File: config.mk
export PLATFORM = sky130hd
export DESIGN_NAME = debounced_multi_click_detector
export DESIGN_NICKNAME = d
export VERILOG_FILES = /design/src/rtl/dmcd_pkg.sv /design/src/rtl/dmcd_core.sv /design/src/rtl/dmcd_out_buf.sv /design/src/rtl/debounced_multi_click_detector.sv
export VERILOG_INCLUDE_DIRS = /design/src /design/src/rtl
export SDC_FILE = /design/constraint.sdc
export NUM_CORES = 1
export LEC_CHECK = 0
export ABC_CLOCK_PERIOD_IN_PS = 3200
export BUFFER_PORTS_ARGS = -buffer_cell sky130_fd_sc_hd__buf_2
export CORE_MARGIN = 2
export CORE_UTILIZATION = 55
export DETAILED_ROUTE_END_ITERATION = 10
export PLACE_DENSITY_LB_ADDON = 0.2
export SLEW_MARGIN = 20
export SYNTH_ARGS = -nofsm -noshare
export SYNTH_HDL_FRONTEND = slang
export SYNTH_SLANG_ARGS = --single-unit
export TNS_END_PERCENT = 10
File: constraint.sdc
create_clock -name clk_i -period 3.2 [get_ports clk_i]
set_input_delay 0.64 -clock clk_i [delete_from_list [all_inputs] [get_ports clk_i]]
set_output_delay 0.64 -clock clk_i [all_outputs]
set_load 0.02 [all_outputs]
File: src/rtl/debounced_multi_click_detector_assert.svh
// Assertion macros shared by the debounced multi-click detector.
`ifndef DEBOUNCED_MULTI_CLICK_DETECTOR_ASSERT_SVH
`define DEBOUNCED_MULTI_CLICK_DETECTOR_ASSERT_SVH
`ifndef SYNTHESIS
`define DMCD_ASSERT(lbl, prop, msg) \
  lbl: assert property (@(posedge clk_i) disable iff (!rst_ni) prop) else $error(msg);
`define DMCD_ASSERT_ALWAYS(lbl, prop, msg) \
  lbl: assert property (@(posedge clk_i) prop) else $error(msg);
`else
`define DMCD_ASSERT(lbl, prop, msg)
`define DMCD_ASSERT_ALWAYS(lbl, prop, msg)
`endif
`endif

File: src/rtl/dmcd_pkg.sv
// Types, register indexes and reset values of the debounced multi-click detector.
package dmcd_pkg;

  localparam int DefTimerWidth = 16;
  localparam int CfgWidth      = 16;
  localparam int CfgIdxWidth   = 2;
  localparam int CountWidth    = 4;

  localparam logic [CfgIdxWidth-1:0] REG_DEBOUNCE_TICKS = 2'd0;
  localparam logic [CfgIdxWidth-1:0] REG_WINDOW_TICKS   = 2'd1;
  localparam logic [CfgIdxWidth-1:0] REG_CLICK_TARGET   = 2'd2;
  localparam logic [CfgIdxWidth-1:0] REG_MC_ENABLE      = 2'd3;

  localparam logic [15:0]           RstDebounceTicks = 16'd10;
  localparam logic [15:0]           RstWindowTicks   = 16'd500;
  localparam logic [CountWidth-1:0] RstClickTarget   = 4'd3;

  localparam logic FUNC_TICK = 1'b0;
  localparam logic FUNC_EDGE = 1'b1;

  typedef enum logic [1:0] {
    LVL_UNDEF    = 2'd0,
    LVL_PRESSED  = 2'd1,
    LVL_RELEASED = 2'd2
  } level_e;

  typedef struct packed {
    logic func;
    logic level;
  } in_beat_t;

  typedef struct packed {
    logic press_event;
    logic release_event;
    logic multi_click_event;
    logic toggle_state;
  } out_beat_t;

  typedef struct packed {
    logic [15:0]           debounce_ticks;
    logic [15:0]           window_ticks;
    logic [CountWidth-1:0] click_target;
    logic                  multi_click_enable;
  } cfg_t;

  typedef struct packed {
    logic edges_accepted;
    logic window_open;
    logic toggle_flag;
  } status_t;

endpackage

File: src/rtl/dmcd_core.sv
// Debounce lockout, click window and toggle state, updated once per accepted beat.
module dmcd_core import dmcd_pkg::*; #(
  parameter int TIMER_WIDTH = DefTimerWidth
) (
  input  logic      clk_i,
  input  logic      rst_ni,
  input  logic      beat_valid_i,
  input  in_beat_t  beat_i,
  input  cfg_t      cfg_i,
  output out_beat_t result_o,
  output status_t   status_o
);

  localparam int ExtWidth = (TIMER_WIDTH > CfgWidth) ? TIMER_WIDTH : CfgWidth;

  function automatic logic [TIMER_WIDTH-1:0] load_len(input logic [CfgWidth-1:0] v);
    logic [ExtWidth-1:0] ext;
    logic [TIMER_WIDTH-1:0] res;
    ext = ExtWidth'(v);
    if (v == '0) begin
      res = TIMER_WIDTH'(1);
    end else if ((ext >> TIMER_WIDTH) != '0) begin
      res = '1;
    end else begin
      res = ext[TIMER_WIDTH-1:0];
    end
    return res;
  endfunction

  logic [TIMER_WIDTH-1:0] lockout_q, lockout_d;
  logic [TIMER_WIDTH-1:0] window_q, window_d;
  logic                   accepted_q, accepted_d;
  logic                   open_q, open_d;
  logic                   toggle_q, toggle_d;
  logic [CountWidth-1:0]  count_q, count_d;
  level_e                 prev_q, prev_d;
  logic                   clicked;
  logic [CountWidth:0]    count_inc;

  always_comb begin
    lockout_d  = lockout_q;
    window_d   = window_q;
    accepted_d = accepted_q;
    open_d     = open_q;
    toggle_d   = toggle_q;
    count_d    = count_q;
    prev_d     = prev_q;
    result_o   = '0;
    clicked    = (prev_q == LVL_PRESSED) && !beat_i.level;
    count_inc  = {1'b0, count_q} + (CountWidth+1)'(1);
    if (beat_i.func == FUNC_TICK) begin
      if (lockout_q != '0) begin
        lockout_d = lockout_q - TIMER_WIDTH'(1);
        if (lockout_d == '0) begin
          accepted_d = 1'b1;
        end
      end
      if (open_q) begin
        if (window_q != '0) begin
          window_d = window_q - TIMER_WIDTH'(1);
        end
        if (window_d == '0) begin
          if (count_q == cfg_i.click_target) begin
            result_o.multi_click_event = 1'b1;
            toggle_d = !toggle_q;
          end
          count_d = '0;
          open_d  = 1'b0;
          prev_d  = LVL_UNDEF;
        end
      end
    end else begin
      lockout_d = load_len(cfg_i.debounce_ticks);
      if (accepted_q) begin
        prev_d = beat_i.level ? LVL_PRESSED : LVL_RELEASED;
        if (clicked) begin
          if (!open_q && cfg_i.multi_click_enable) begin
            window_d = load_len(cfg_i.window_ticks);
            open_d   = 1'b1;
          end
          if (count_inc > {1'b0, cfg_i.click_target}) begin
            count_d = cfg_i.click_target;
          end else begin
            count_d = count_inc[CountWidth-1:0];
          end
        end
        result_o.press_event   = beat_i.level;
        result_o.release_event = !beat_i.level;
        accepted_d = 1'b0;
      end
    end
    result_o.toggle_state = toggle_d;
  end

  always_ff @(posedge clk_i or negedge rst_ni) begin
    if (!rst_ni) begin
      lockout_q  <= '0;
      window_q   <= '0;
      accepted_q <= 1'b1;
      open_q     <= 1'b0;
      toggle_q   <= 1'b0;
      count_q    <= '0;
      prev_q     <= LVL_UNDEF;
    end else if (beat_valid_i) begin
      lockout_q  <= lockout_d;
      window_q   <= window_d;
      accepted_q <= accepted_d;
      open_q     <= open_d;
      toggle_q   <= toggle_d;
      count_q    <= count_d;
      prev_q     <= prev_d;
    end
  end

  assign status_o.edges_accepted = accepted_q;
  assign status_o.window_open    = open_q;
  assign status_o.toggle_flag    = toggle_q;

endmodule

File: src/rtl/dmcd_out_buf.sv
// Two-entry result buffer that decouples the result side from the input side.
module dmcd_out_buf import dmcd_pkg::*; (
  input  logic      clk_i,
  input  logic      rst_ni,
  input  logic      push_i,
  input  out_beat_t push_beat_i,
  output logic      full_o,
  output logic      out_valid_o,
  input  logic      out_ready_i,
  output out_beat_t out_beat_o
);

  out_beat_t   mem_q [2];
  logic        wr_ptr_q;
  logic        rd_ptr_q;
  logic [1:0]  fill_q;
  logic        pop;

  assign pop         = out_valid_o && out_ready_i;
  assign full_o      = fill_q == 2'd2;
  assign out_valid_o = fill_q != 2'd0;
  assign out_beat_o  = mem_q[rd_ptr_q];

  always_ff @(posedge clk_i) begin
    if (push_i) begin
      mem_q[wr_ptr_q] <= push_beat_i;
    end
  end

  always_ff @(posedge clk_i or negedge rst_ni) begin
    if (!rst_ni) begin
      wr_ptr_q <= 1'b0;
      rd_ptr_q <= 1'b0;
      fill_q   <= 2'd0;
    end else begin
      if (push_i) begin
        wr_ptr_q <= !wr_ptr_q;
      end
      if (pop) begin
        rd_ptr_q <= !rd_ptr_q;
      end
      if (push_i && !pop) begin
        fill_q <= fill_q + 2'd1;
      end else if (pop && !push_i) begin
        fill_q <= fill_q - 2'd1;
      end
    end
  end

endmodule

File: src/rtl/debounced_multi_click_detector.sv
// Top level of the debounced multi-click detector.
// Each beat is either one timer tick or a pin edge with the button level, and every
// accepted beat yields exactly one result beat. A beat is accepted in any cycle in
// which the two-entry result buffer has room, so the sustained rate is one beat per
// clock, and each result is registered in that buffer. The input side stalls only
// when two results are waiting to be taken. Timers are TIMER_WIDTH bits wide, and
// lengths written above the timer range saturate at its maximum.
module debounced_multi_click_detector import dmcd_pkg::*; #(
  parameter int TIMER_WIDTH = DefTimerWidth
) (
  input  logic                   clk_i,
  input  logic                   rst_ni,
  input  logic                   in_valid_i,
  output logic                   in_ready_o,
  input  in_beat_t               in_beat_i,
  output logic                   out_valid_o,
  input  logic                   out_ready_i,
  output out_beat_t              out_beat_o,
  input  logic                   cfg_we_i,
  input  logic [CfgIdxWidth-1:0] cfg_idx_i,
  input  logic [CfgWidth-1:0]    cfg_wdata_i
);

`include "debounced_multi_click_detector_assert.svh"

  cfg_t      cfg_q;
  out_beat_t result;
  status_t   status;
  logic      buf_full;
  logic      in_fire;

  assign in_ready_o = !buf_full;
  assign in_fire    = in_valid_i && in_ready_o;

  always_ff @(posedge clk_i or negedge rst_ni) begin
    if (!rst_ni) begin
      cfg_q.debounce_ticks     <= RstDebounceTicks;
      cfg_q.window_ticks       <= RstWindowTicks;
      cfg_q.click_target       <= RstClickTarget;
      cfg_q.multi_click_enable <= 1'b0;
    end else if (cfg_we_i) begin
      unique case (cfg_idx_i)
        REG_DEBOUNCE_TICKS: cfg_q.debounce_ticks     <= cfg_wdata_i;
        REG_WINDOW_TICKS:   cfg_q.window_ticks       <= cfg_wdata_i;
        REG_CLICK_TARGET:   cfg_q.click_target       <= cfg_wdata_i[CountWidth-1:0];
        REG_MC_ENABLE:      cfg_q.multi_click_enable <= cfg_wdata_i[0];
        default: ;
      endcase
    end
  end

  dmcd_core #(
    .TIMER_WIDTH(TIMER_WIDTH)
  ) u_core (
    .clk_i       (clk_i),
    .rst_ni      (rst_ni),
    .beat_valid_i(in_fire),
    .beat_i      (in_beat_i),
    .cfg_i       (cfg_q),
    .result_o    (result),
    .status_o    (status)
  );

  dmcd_out_buf u_out_buf (
    .clk_i      (clk_i),
    .rst_ni     (rst_ni),
    .push_i     (in_fire),
    .push_beat_i(result),
    .full_o     (buf_full),
    .out_valid_o(out_valid_o),
    .out_ready_i(out_ready_i),
    .out_beat_o (out_beat_o)
  );

  `DMCD_ASSERT(a_one_edge_event, out_valid_o |-> !(out_beat_o.press_event && out_beat_o.release_event), "press and release in one result beat")
  `DMCD_ASSERT(a_window_opens_on_edge, $rose(status.window_open) |-> $past(in_fire && in_beat_i.func == FUNC_EDGE && cfg_q.multi_click_enable), "click window opened without an enabled edge")
  `DMCD_ASSERT(a_lock_on_edge, $fell(status.edges_accepted) |-> $past(in_fire && in_beat_i.func == FUNC_EDGE), "lockout started without an edge")
  `DMCD_ASSERT_ALWAYS(a_full_stalls, buf_full |-> !in_ready_o, "input accepted while result buffer is full")

endmodule
==> results.py, run 1 <==
metrics = {
    "grt": {
        "top_usage_layer": "met2",
        "antenna_found_initial": 0,
        "grt_max_degree": 83,
        "grt-ovfl-total": 0,
        "grt_pass1_wl_um": 19600,
        "met2_usage_pct": 38.5,
        "grt_usage_pct": 24.3,
        "grt_pass1_vias": 3897,
        "use_met1_pct": 34.9,
        "grt_util_met3_pct": 3.59,
    },
    "final_layout": {
        "final_nets": 595,
        "insertedDiodeCount": 0,
        "drive_above_1_share_pct": 22.0,
        "final_cells": 675,
        "syn2layout_area_growth_pct": 8.49,
    },
    "floorplan": {
        "initial_core_util_pct": 56.4,
        "num_rows": 35,
        "die_area_um2": 10200,
        "pin_count": 31,
        "die_h_um": 101,
        "fp.dieW_um": 101,
        "core_um2": 9200,
    },
    "hold_path": {
        "min_path_type": "in -> async",
    },
    "synthesis": {
        "synthFlopType": "dfrtp_1",
        "synth_edf_count": 8,
        "synthArstFlopShare_pct": 91.1,
        "mappedNetlistArea_um2": 5190,
        "netlist_instances": 535,
        "synth_top_cell_area_share_pct": 34.2,
        "yosys-top-cells-area": "dfrtp_1 (34%), mux2_2 (9.3%), dfstp_2 (5.6%), edfxtp_1 (4.6%), nand2_1 (3.4%)",
        "syn_nets": 571,
        "yosysSeqAreaShare_pct": 44.4,
        "synthTopCellsByCount": "dfrtp_1 (71), nand2_1 (47), mux2_2 (43), nor2_1 (36), a21oi_1 (34)",
        "yosysWarnings": 0,
        "synth.avg_cell_area_um2": 9.70,
        "yosysMostFrequentCell": "dfrtp_1",
        "synth_cell_type_count": 62,
        "yosysTopAreaCell": "dfrtp_1",
        "synth-seq-cells": 90,
    },
    "placed_design": {
        "dp.cells": 659,
        "port_buffers": 30,
        "gp_congestion": 0.916,
        "dp_hpwl_um": 8670,
        "dp_slack_ns": 0.240,
    },
    "timing": {
        "tightestPinTransition_ns": 0.827,
        "hold_violations": 0,
        "hold_slack_ns": 0.291,
        "tns_ns": 0,
        "max_freq_ghz": 0.336,
        "fin_skew_ns": 0.0196,
        "setup_viol": 0,
        "drv_slew": 0,
        "timing.final.crit_share_pct": 93.0,
        "setup_ws_ns": 0.225,
        "rsz0062_at_grt": "no",
        "period_minus_slack_ns": 2.98,
        "maxSlewHeadroom_pct": 44.2,
    },
    "clock_network": {
        "cts_tree": "built",
        "clockRootBuffer": "clkbuf_8",
        "path_clk_slew_ns": 0.10,
        "clock_path_buffers": 2,
        "holdBufCountCts": 0,
        "cts.sinks": 90,
        "postCtsSetupBuffers": 0,
        "cts-buffers-inserted": 9,
        "cts.htree.levels": 3,
        "clock_latency_ns": 0.37,
        "cts_resized": 0,
    },
    "setup_path": {
        "cp-start-kind": "flip-flop",
        "crit_fanout": 9,
        "cp.required_ns": 3.32,
        "cp.arrival_ns": 3.09,
        "end_kind": "flip-flop",
        "critPathKind": "reg -> reg",
    },
    "routing": {
        "antenna_left": 0,
        "routed_wl_um": 12100,
        "first_pass_iters": 5,
        "num_vias": 4272,
        "via_per_inst": 6.33,
        "wl_per_cell_um": 17.9,
        "drc": 0,
        "drt_iter0_drc": 325,
    },
    "pwr": {
        "p_per_area_nw_per_um2": 648,
        "ir_worst_vdd_mv": 0.321,
        "power.leakage_nw": 2.22,
    },
    "status": {
        "status": "finished, final reports clean",
    },
    "flow_run": {
        "drv_cap": 0,
    },
}
==> cell families after synthesis <==
group,count (synthesis),synth area share [%]
and+or+nand+nor,194,19.7
AOI/OAI and AO/OA,126,16.0
DFF,90,44.4
buffers and inverters,50,4.20
muxes,47,10.1
xor gates and xnor gates,17,2.87
adders and majority gates,11,2.65
==> power breakdown <==
part           total (mW)  switching, mW  internal, mW
Clock               0.755          0.458         0.297
Sequential           1.75          0.308          1.44
Combinational        1.14          0.628         0.517
==> worst paths after layout <==
path / startpoint / to / slack [ns] / cells after the start
worst min register to register: u_out_buf.fill_q[1] / u_out_buf.fill_q[1] / 0.50 / 1
worst max register to register: u_core.window_q[1] / u_out_buf.mem_q[1][0] / 0.22 / 9
min in group clk_i: u_out_buf.fill_q[1] / u_out_buf.fill_q[1] / 0.50 / 1
worst max-delay path: u_core.window_q[1] / u_out_buf.mem_q[1][0] / 0.22 / 9
worst min-delay path: rst_ni / cfg_q[4] / 0.29 / 1
max in group asynchronous: rst_ni / cfg_q[20] / 2.35 / 1
==> critical path, cell delays in order (launching register included) <==
cell,delay [ns]
dfrtp_1,0.45
inv_1,0.10
ha_1,0.32
or3b_1,0.44
nor4_4,0.14
o22ai_1,0.10
or4_1,0.51
nor3_2,0.27
and3_1,0.29
xor2_1,0.10
==> flip-flops by register name, summed over array words and instances (netlist names), 2 cells and up <==
| register | flops |
|---|---|
| cfg_q | 37 |
| u_core.lockout_q | 16 |
| u_core.window_q | 16 |
| u_out_buf.mem_q | 8 |
| u_core.count_q | 4 |
| u_core.prev_q | 2 |
| u_out_buf.fill_q | 2 |
==> stage by stage <==
step	utilization (%)	instance area (um2)	total power, mW
after floorplan	-	5190	2.58
final	61.2	5630	3.65
after detailed placement	59.2	5440	2.91
after global placement	59.2	5440	2.84
after global routing	61.2	5630	3.88
after CTS	61.2	5630	3.65
==> cells in the final DEF, fill, tap and decap left out, drive strengths merged, types with 7 or more instances in the layout <==
cell type	count
edfxtp	8
nor4	16
nor2	36
nor3	31
nand4	9
ha	11
o221ai	9
and3	7
o21ai	26
dfrtp	71
buf	43
a22oi	10
nand3	15
nand2	47
inv	24
dfstp	11
mux2	43
clkbuf	9
xnor2	12
a21oi	34
==> final cells by class <==
type	instances	area, um2
tap	111	139
sequential	90	2310
timing repair buffer	43	254
clock buffer	9	124
fill	790	3570
clock inverter	7	57.6
multi-input combinational	395	2670
inverter	20	75.1
==> per-layer routing <==
layer | wire length (um) | vias up
met5 | 0 | -
met4 | 183 | 0
met3 | 630 | 19
met2 | 5840 | 147
met1 | 5460 | 2057
li1 | - | 2049
(Power assumes the default switching activity.)
==> inputs of run 2 (changes only) <==
--- a/config.mk
+++ b/config.mk
@@ -9,7 +9,7 @@
 export ABC_CLOCK_PERIOD_IN_PS = 3200
 export BUFFER_PORTS_ARGS = -buffer_cell sky130_fd_sc_hd__buf_2
 export CORE_MARGIN = 2
-export CORE_UTILIZATION = 55
+export CORE_UTILIZATION = 60
 export DETAILED_ROUTE_END_ITERATION = 10
 export PLACE_DENSITY_LB_ADDON = 0.2
 export SLEW_MARGIN = 20
==> run 2 against run 1 <==
Cell area increased by 0.56%. Routed wire length up 2.5%. Via count up 1.3%. Sequential power hardly changed. Largest power group unchanged.
==> results.py, run 2 (same netlist as run 1, synthesis figures left out) <==
metrics = {
    "clock_network": {
        "holdBufCountCts": 0,
        "cts_resized": 0,
        "clock_latency_ns": 0.36,
        "postCtsSetupBuffers": 0,
        "clockRootBuffer": "clkbuf_8",
        "cts.sinks": 90,
        "path_clk_slew_ns": 0.09,
        "cts.htree.levels": 3,
        "clock_path_buffers": 2,
        "cts_tree": "built",
        "cts-buffers-inserted": 9,
    },
    "final_layout": {
        "top_register": "cfg_q",
        "top_regs": "cfg_q: 37 flops, u_core.lockout_q: 16 flops, u_core.window_q: 16 flops",
        "syn2layout_area_growth_pct": 9.09,
        "insertedDiodeCount": 0,
        "final_nets": 594,
        "regArea_um2": 2310,
        "fin_util_pct": 68.2,
        "fillers": 653,
        "final_cell_mix": "dfrtp_1 (71), nand2_1 (47), mux2_2 (43)",
        "final_common_cell": "dfrtp_1",
        "multi_input_area_um2": 2680,
        "final_cells": 668,
        "drive_above_1_share_pct": 22.2,
        "largest_reg_flops": 37,
    },
    "floorplan": {
        "die_h_um": 97.0,
        "pin_count": 31,
        "fp.dieW_um": 97.0,
        "die_area_um2": 9410,
        "initial_core_util_pct": 62.5,
        "core_um2": 8300,
        "num_rows": 33,
    },
    "routing": {
        "routed_wl_um": 12400,
        "antenna_left": 0,
        "num_vias": 4327,
        "drt_iter0_drc": 286,
        "drc": 0,
        "wl_per_cell_um": 18.6,
        "first_pass_iters": 5,
        "via_per_inst": 6.48,
    },
    "setup_path": {
        "worst-path-buf-inv": 1,
        "critical_path.top_delay_family": "simple AND/OR/NAND/NOR gates",
        "regToRegSetupSlack_ns": 0.26,
        "critPathKind": "reg -> reg",
        "path_cells": "inv_1 -> ha_2 -> or3b_1 -> nor4_4 -> o22ai_1 -> or4_1 -> nor3_2 -> and3_1 -> xor2_1",
        "cp.required_ns": 3.40,
        "cpMaxStageDelayCell": "or4_1",
        "slowest_delay_ns": 0.51,
        "cp.arrival_ns": 3.14,
        "r2r_cells": 9,
        "r2r_end": "u_out_buf.mem_q[1][0]",
        "end_kind": "flip-flop",
        "r2r-start": "u_core.window_q[1]",
        "cp-start-kind": "flip-flop",
        "crit_fanout": 9,
    },
    "timing": {
        "period_minus_slack_ns": 2.94,
        "drv_slew": 0,
        "maxSlewHeadroom_pct": 37.1,
        "setup_viol": 0,
        "hold_violations": 0,
        "fin_skew_ns": 0.0140,
        "timing.final.crit_share_pct": 92.0,
        "rsz0062_at_grt": "no",
        "setup_ws_ns": 0.256,
        "tns_ns": 0,
        "tightestPinTransition_ns": 0.941,
        "max_freq_ghz": 0.340,
    },
    "flow_run": {
        "drv_cap": 0,
    },
    "grt": {
        "grt-ovfl-total": 0,
        "grt_usage_pct": 27.2,
        "antenna_found_initial": 0,
        "grt_pass1_wl_um": 21000,
        "grt_pass1_vias": 4091,
        "grt_max_degree": 83,
    },
    "pwr": {
        "p_per_area_nw_per_um2": 669,
        "ir_worst_vdd_mv": 0.364,
        "power_mw": 3.79,
        "power.leakage_nw": 2.24,
    },
    "placed_design": {
        "dp_slack_ns": 0.211,
        "port_buffers": 30,
        "gp_congestion": 0.879,
        "dp_hpwl_um": 8890,
        "dp.cells": 652,
    },
    "hold_path": {
        "min_path_type": "in -> async",
    },
    "status": {
        "status": "finished, final reports clean",
    },
}
run 2: per-layer routing:
layer | routed length (um) | global-route usage, % | up-vias
met5 | 0 | 0 | -
met4 | 190 | 6.83 | 0
met3 | 612 | 3.90 | 18
met2 | 5940 | 43.8 | 131
met1 | 5670 | 39.0 | 2135
li1 | - | - | 2043
run 2: layout make-up:
type                       count  area share [%]
timing repair buffer          42            4.35
inverter                      20            1.33
tap                          105            2.32
clock inverter                 7            1.79
clock buffer                   9            2.19
sequential                    90            40.7
multi-input combinational    395            47.3
run 2: per-stage QoR:
stage | cell area, um2 | hold slack (ns)
floorplan | 5190 | 0.344
global placement | 5430 | 0.469
detailed placement | 5430 | 0.478
CTS | 5650 | 0.496
global route | 5660 | 0.375
finish | 5660 | 0.294
run 2: worst max-delay path by stage:
stage                             startpoint                     to  slack (ns)  cells after the start
after floorplan           u_core.window_q[0]  u_out_buf.mem_q[0][0]        0.49                     12
after global placement    u_core.window_q[1]  u_out_buf.mem_q[0][0]        0.33                      9
after detailed placement  u_core.window_q[1]  u_out_buf.mem_q[0][0]        0.21                      9
after CTS                 u_core.window_q[1]  u_out_buf.mem_q[1][0]        0.17                      9
after global routing      u_core.window_q[1]  u_out_buf.mem_q[1][0]        0.05                      9
final                     u_core.window_q[1]  u_out_buf.mem_q[1][0]        0.26                      9
run 2: where the power goes:
| group | total [mW] | switching (mW) | internal, mW |
|---|---|---|---|
| sequential | 1.75 | 0.313 | 1.44 |
| clock | 0.886 | 0.437 | 0.448 |
| combinational | 1.15 | 0.633 | 0.517 |
| total | 3.79 | 1.38 | 2.40 |
==> inputs of run 3 (changes only) <==
--- a/config.mk
+++ b/config.mk
@@ -12,6 +12,7 @@
 export CORE_UTILIZATION = 60
 export DETAILED_ROUTE_END_ITERATION = 10
 export PLACE_DENSITY_LB_ADDON = 0.2
+export REMOVE_ABC_BUFFERS = 1
 export SLEW_MARGIN = 20
 export SYNTH_ARGS = -nofsm -noshare
 export SYNTH_HDL_FRONTEND = slang
==> run 3 against run 2 <==
Setup slack worse by 0.056 ns. Routed wire length down 1.3%. Non-clock buffer count up 2. Maximum frequency down 1.9%. Register-to-register slack worse by 0.06 ns. Combinational power about the same. Utilization up 0.075 points. First-iteration DRC count down 0.35%. Sequential cell count unchanged. Count of clock-buffer cells in the layout up 2. Largest cell class unchanged. Highest routed layer unchanged.
==> results.py, run 3 (same netlist as run 1, synthesis figures left out) <==
metrics = {
    "timing": {
        "setup_ws_ns": 0.200,
        "timing.final.crit_share_pct": 93.7,
        "rsz0062_at_grt": "no",
        "hold_violations": 0,
        "fin_skew_ns": 0.0111,
        "max_freq_ghz": 0.333,
        "maxSlewHeadroom_pct": 41.5,
        "tightestPinTransition_ns": 0.875,
        "period_minus_slack_ns": 3.00,
        "drv_slew": 0,
        "tns_ns": 0,
        "setup_viol": 0,
    },
    "floorplan": {
        "num_rows": 33,
        "pin_count": 31,
        "core_um2": 8300,
        "die_h_um": 97.0,
        "initial_core_util_pct": 62.5,
        "fp.dieW_um": 97.0,
        "die_area_um2": 9410,
    },
    "flow_run": {
        "drv_cap": 0,
    },
    "routing": {
        "drc": 0,
        "first_pass_iters": 5,
        "drt_iter0_drc": 285,
        "routed_wl_um": 12200,
        "num_vias": 4292,
        "wl_per_cell_um": 18.3,
        "via_per_inst": 6.41,
        "antenna_left": 0,
    },
    "placed_design": {
        "gp_congestion": 0.938,
        "dp_slack_ns": 0.277,
        "dp_hpwl_um": 8680,
        "placed_area_um2": 5440,
        "port_buffers": 30,
    },
    "grt": {
        "grt_pass1_wl_um": 20800,
        "grt_pass1_vias": 4098,
        "grt_usage_pct": 27.3,
        "antenna_found_initial": 0,
        "grt_max_degree": 83,
        "grt-ovfl-total": 0,
    },
    "clock_network": {
        "cts.sinks": 90,
        "clock_latency_ns": 0.37,
        "path_clk_slew_ns": 0.09,
        "clock_path_buffers": 2,
        "cts_resized": 0,
        "postCtsSetupBuffers": 0,
        "cts-buffers-inserted": 9,
        "holdBufCountCts": 0,
        "cts_tree": "built",
        "cts.htree.levels": 3,
        "clockRootBuffer": "clkbuf_8",
    },
    "final_layout": {
        "top_regs": "cfg_q: 37 flops, u_core.lockout_q: 16 flops, u_core.window_q: 16 flops",
        "syn2layout_area_growth_pct": 9.21,
        "final_area_um2": 5670,
        "drive_above_1_share_pct": 22.1,
        "fin_util_pct": 68.3,
        "top_register": "cfg_q",
        "final_common_cell": "dfrtp_1",
        "insertedDiodeCount": 0,
        "final_nets": 596,
        "largest_reg_flops": 37,
        "final_cell_mix": "dfrtp_1 (71), nand2_1 (47), mux2_2 (43)",
    },
    "setup_path": {
        "critPathKind": "reg -> reg",
        "end_kind": "flip-flop",
        "cp-start-kind": "flip-flop",
        "r2r-start": "u_core.window_q[1]",
        "r2r_end": "u_out_buf.mem_q[1][0]",
        "cp.required_ns": 3.41,
        "cp.arrival_ns": 3.21,
        "regToRegSetupSlack_ns": 0.20,
        "crit_fanout": 9,
        "r2r_cells": 9,
    },
    "status": {
        "status": "finished, final reports clean",
    },
    "pwr": {
        "p_per_area_nw_per_um2": 663,
        "power.leakage_nw": 2.25,
        "ir_worst_vdd_mv": 0.282,
    },
    "hold_path": {
        "min_path_type": "in -> async",
    },
}
[run 3: metal layers]
metal	wire length (um)	vias up	GRT usage (%)
met4	358	0	11.6
met5	0	-	0
met2	5550	126	40.4
met1	5740	2075	40.2
met3	601	34	4.19
li1	-	2057	-
[run 3: where the power goes]
part	total, mW	internal, mW	leakage, nW	switching (mW)
Sequential	1.75	1.44	0.991	0.312
Clock	0.857	0.420	0.108	0.437
Combinational	1.15	0.518	1.15	0.632
Total	3.76	2.38	2.25	1.38
[run 3: worst max path at each step]
stage	startpoint	end	slack (ns)	cells after the start
floorplan	u_core.window_q[0]	u_out_buf.mem_q[0][0]	0.47	9
global placement	u_core.window_q[1]	u_out_buf.mem_q[0][0]	0.37	9
detailed placement	u_core.window_q[1]	u_out_buf.mem_q[0][0]	0.28	9
global route	u_core.window_q[1]	u_out_buf.mem_q[1][0]	0.05	9
finish	u_core.window_q[1]	u_out_buf.mem_q[1][0]	0.20	9
CTS	u_core.window_q[1]	u_out_buf.mem_q[1][0]	0.23	9
[run 3: cell type report]
type | count | area [um2]
Inverter | 20 | 75.1
Clock buffer | 11 | 153
Tap cell | 105 | 131
Multi-Input combinational cell | 395 | 2670
Fill cell | 668 | 2630
Clock inverter | 5 | 66.3
Timing Repair Buffer | 44 | 262
Sequential cell | 90 | 2310
[run 3: critical path: stages (launching register included)]
cell and delay [ns]:
dfrtp_1 0.46, inv_1 0.11, ha_1 0.32, or3b_1 0.44
nor4_4 0.14, o22ai_1 0.10, or4_1 0.51, nor3_2 0.29
and3_1 0.29, xor2_1 0.19
[run 3: through the flow]
step	std cells	hold slack, ns	total power [mW]
after global routing	670	0.363	4.01
after CTS	670	0.491	3.76
after detailed placement	654	0.483	2.91
after floorplan	505	0.344	2.52
final	670	0.300	3.76
after global placement	654	0.475	2.84
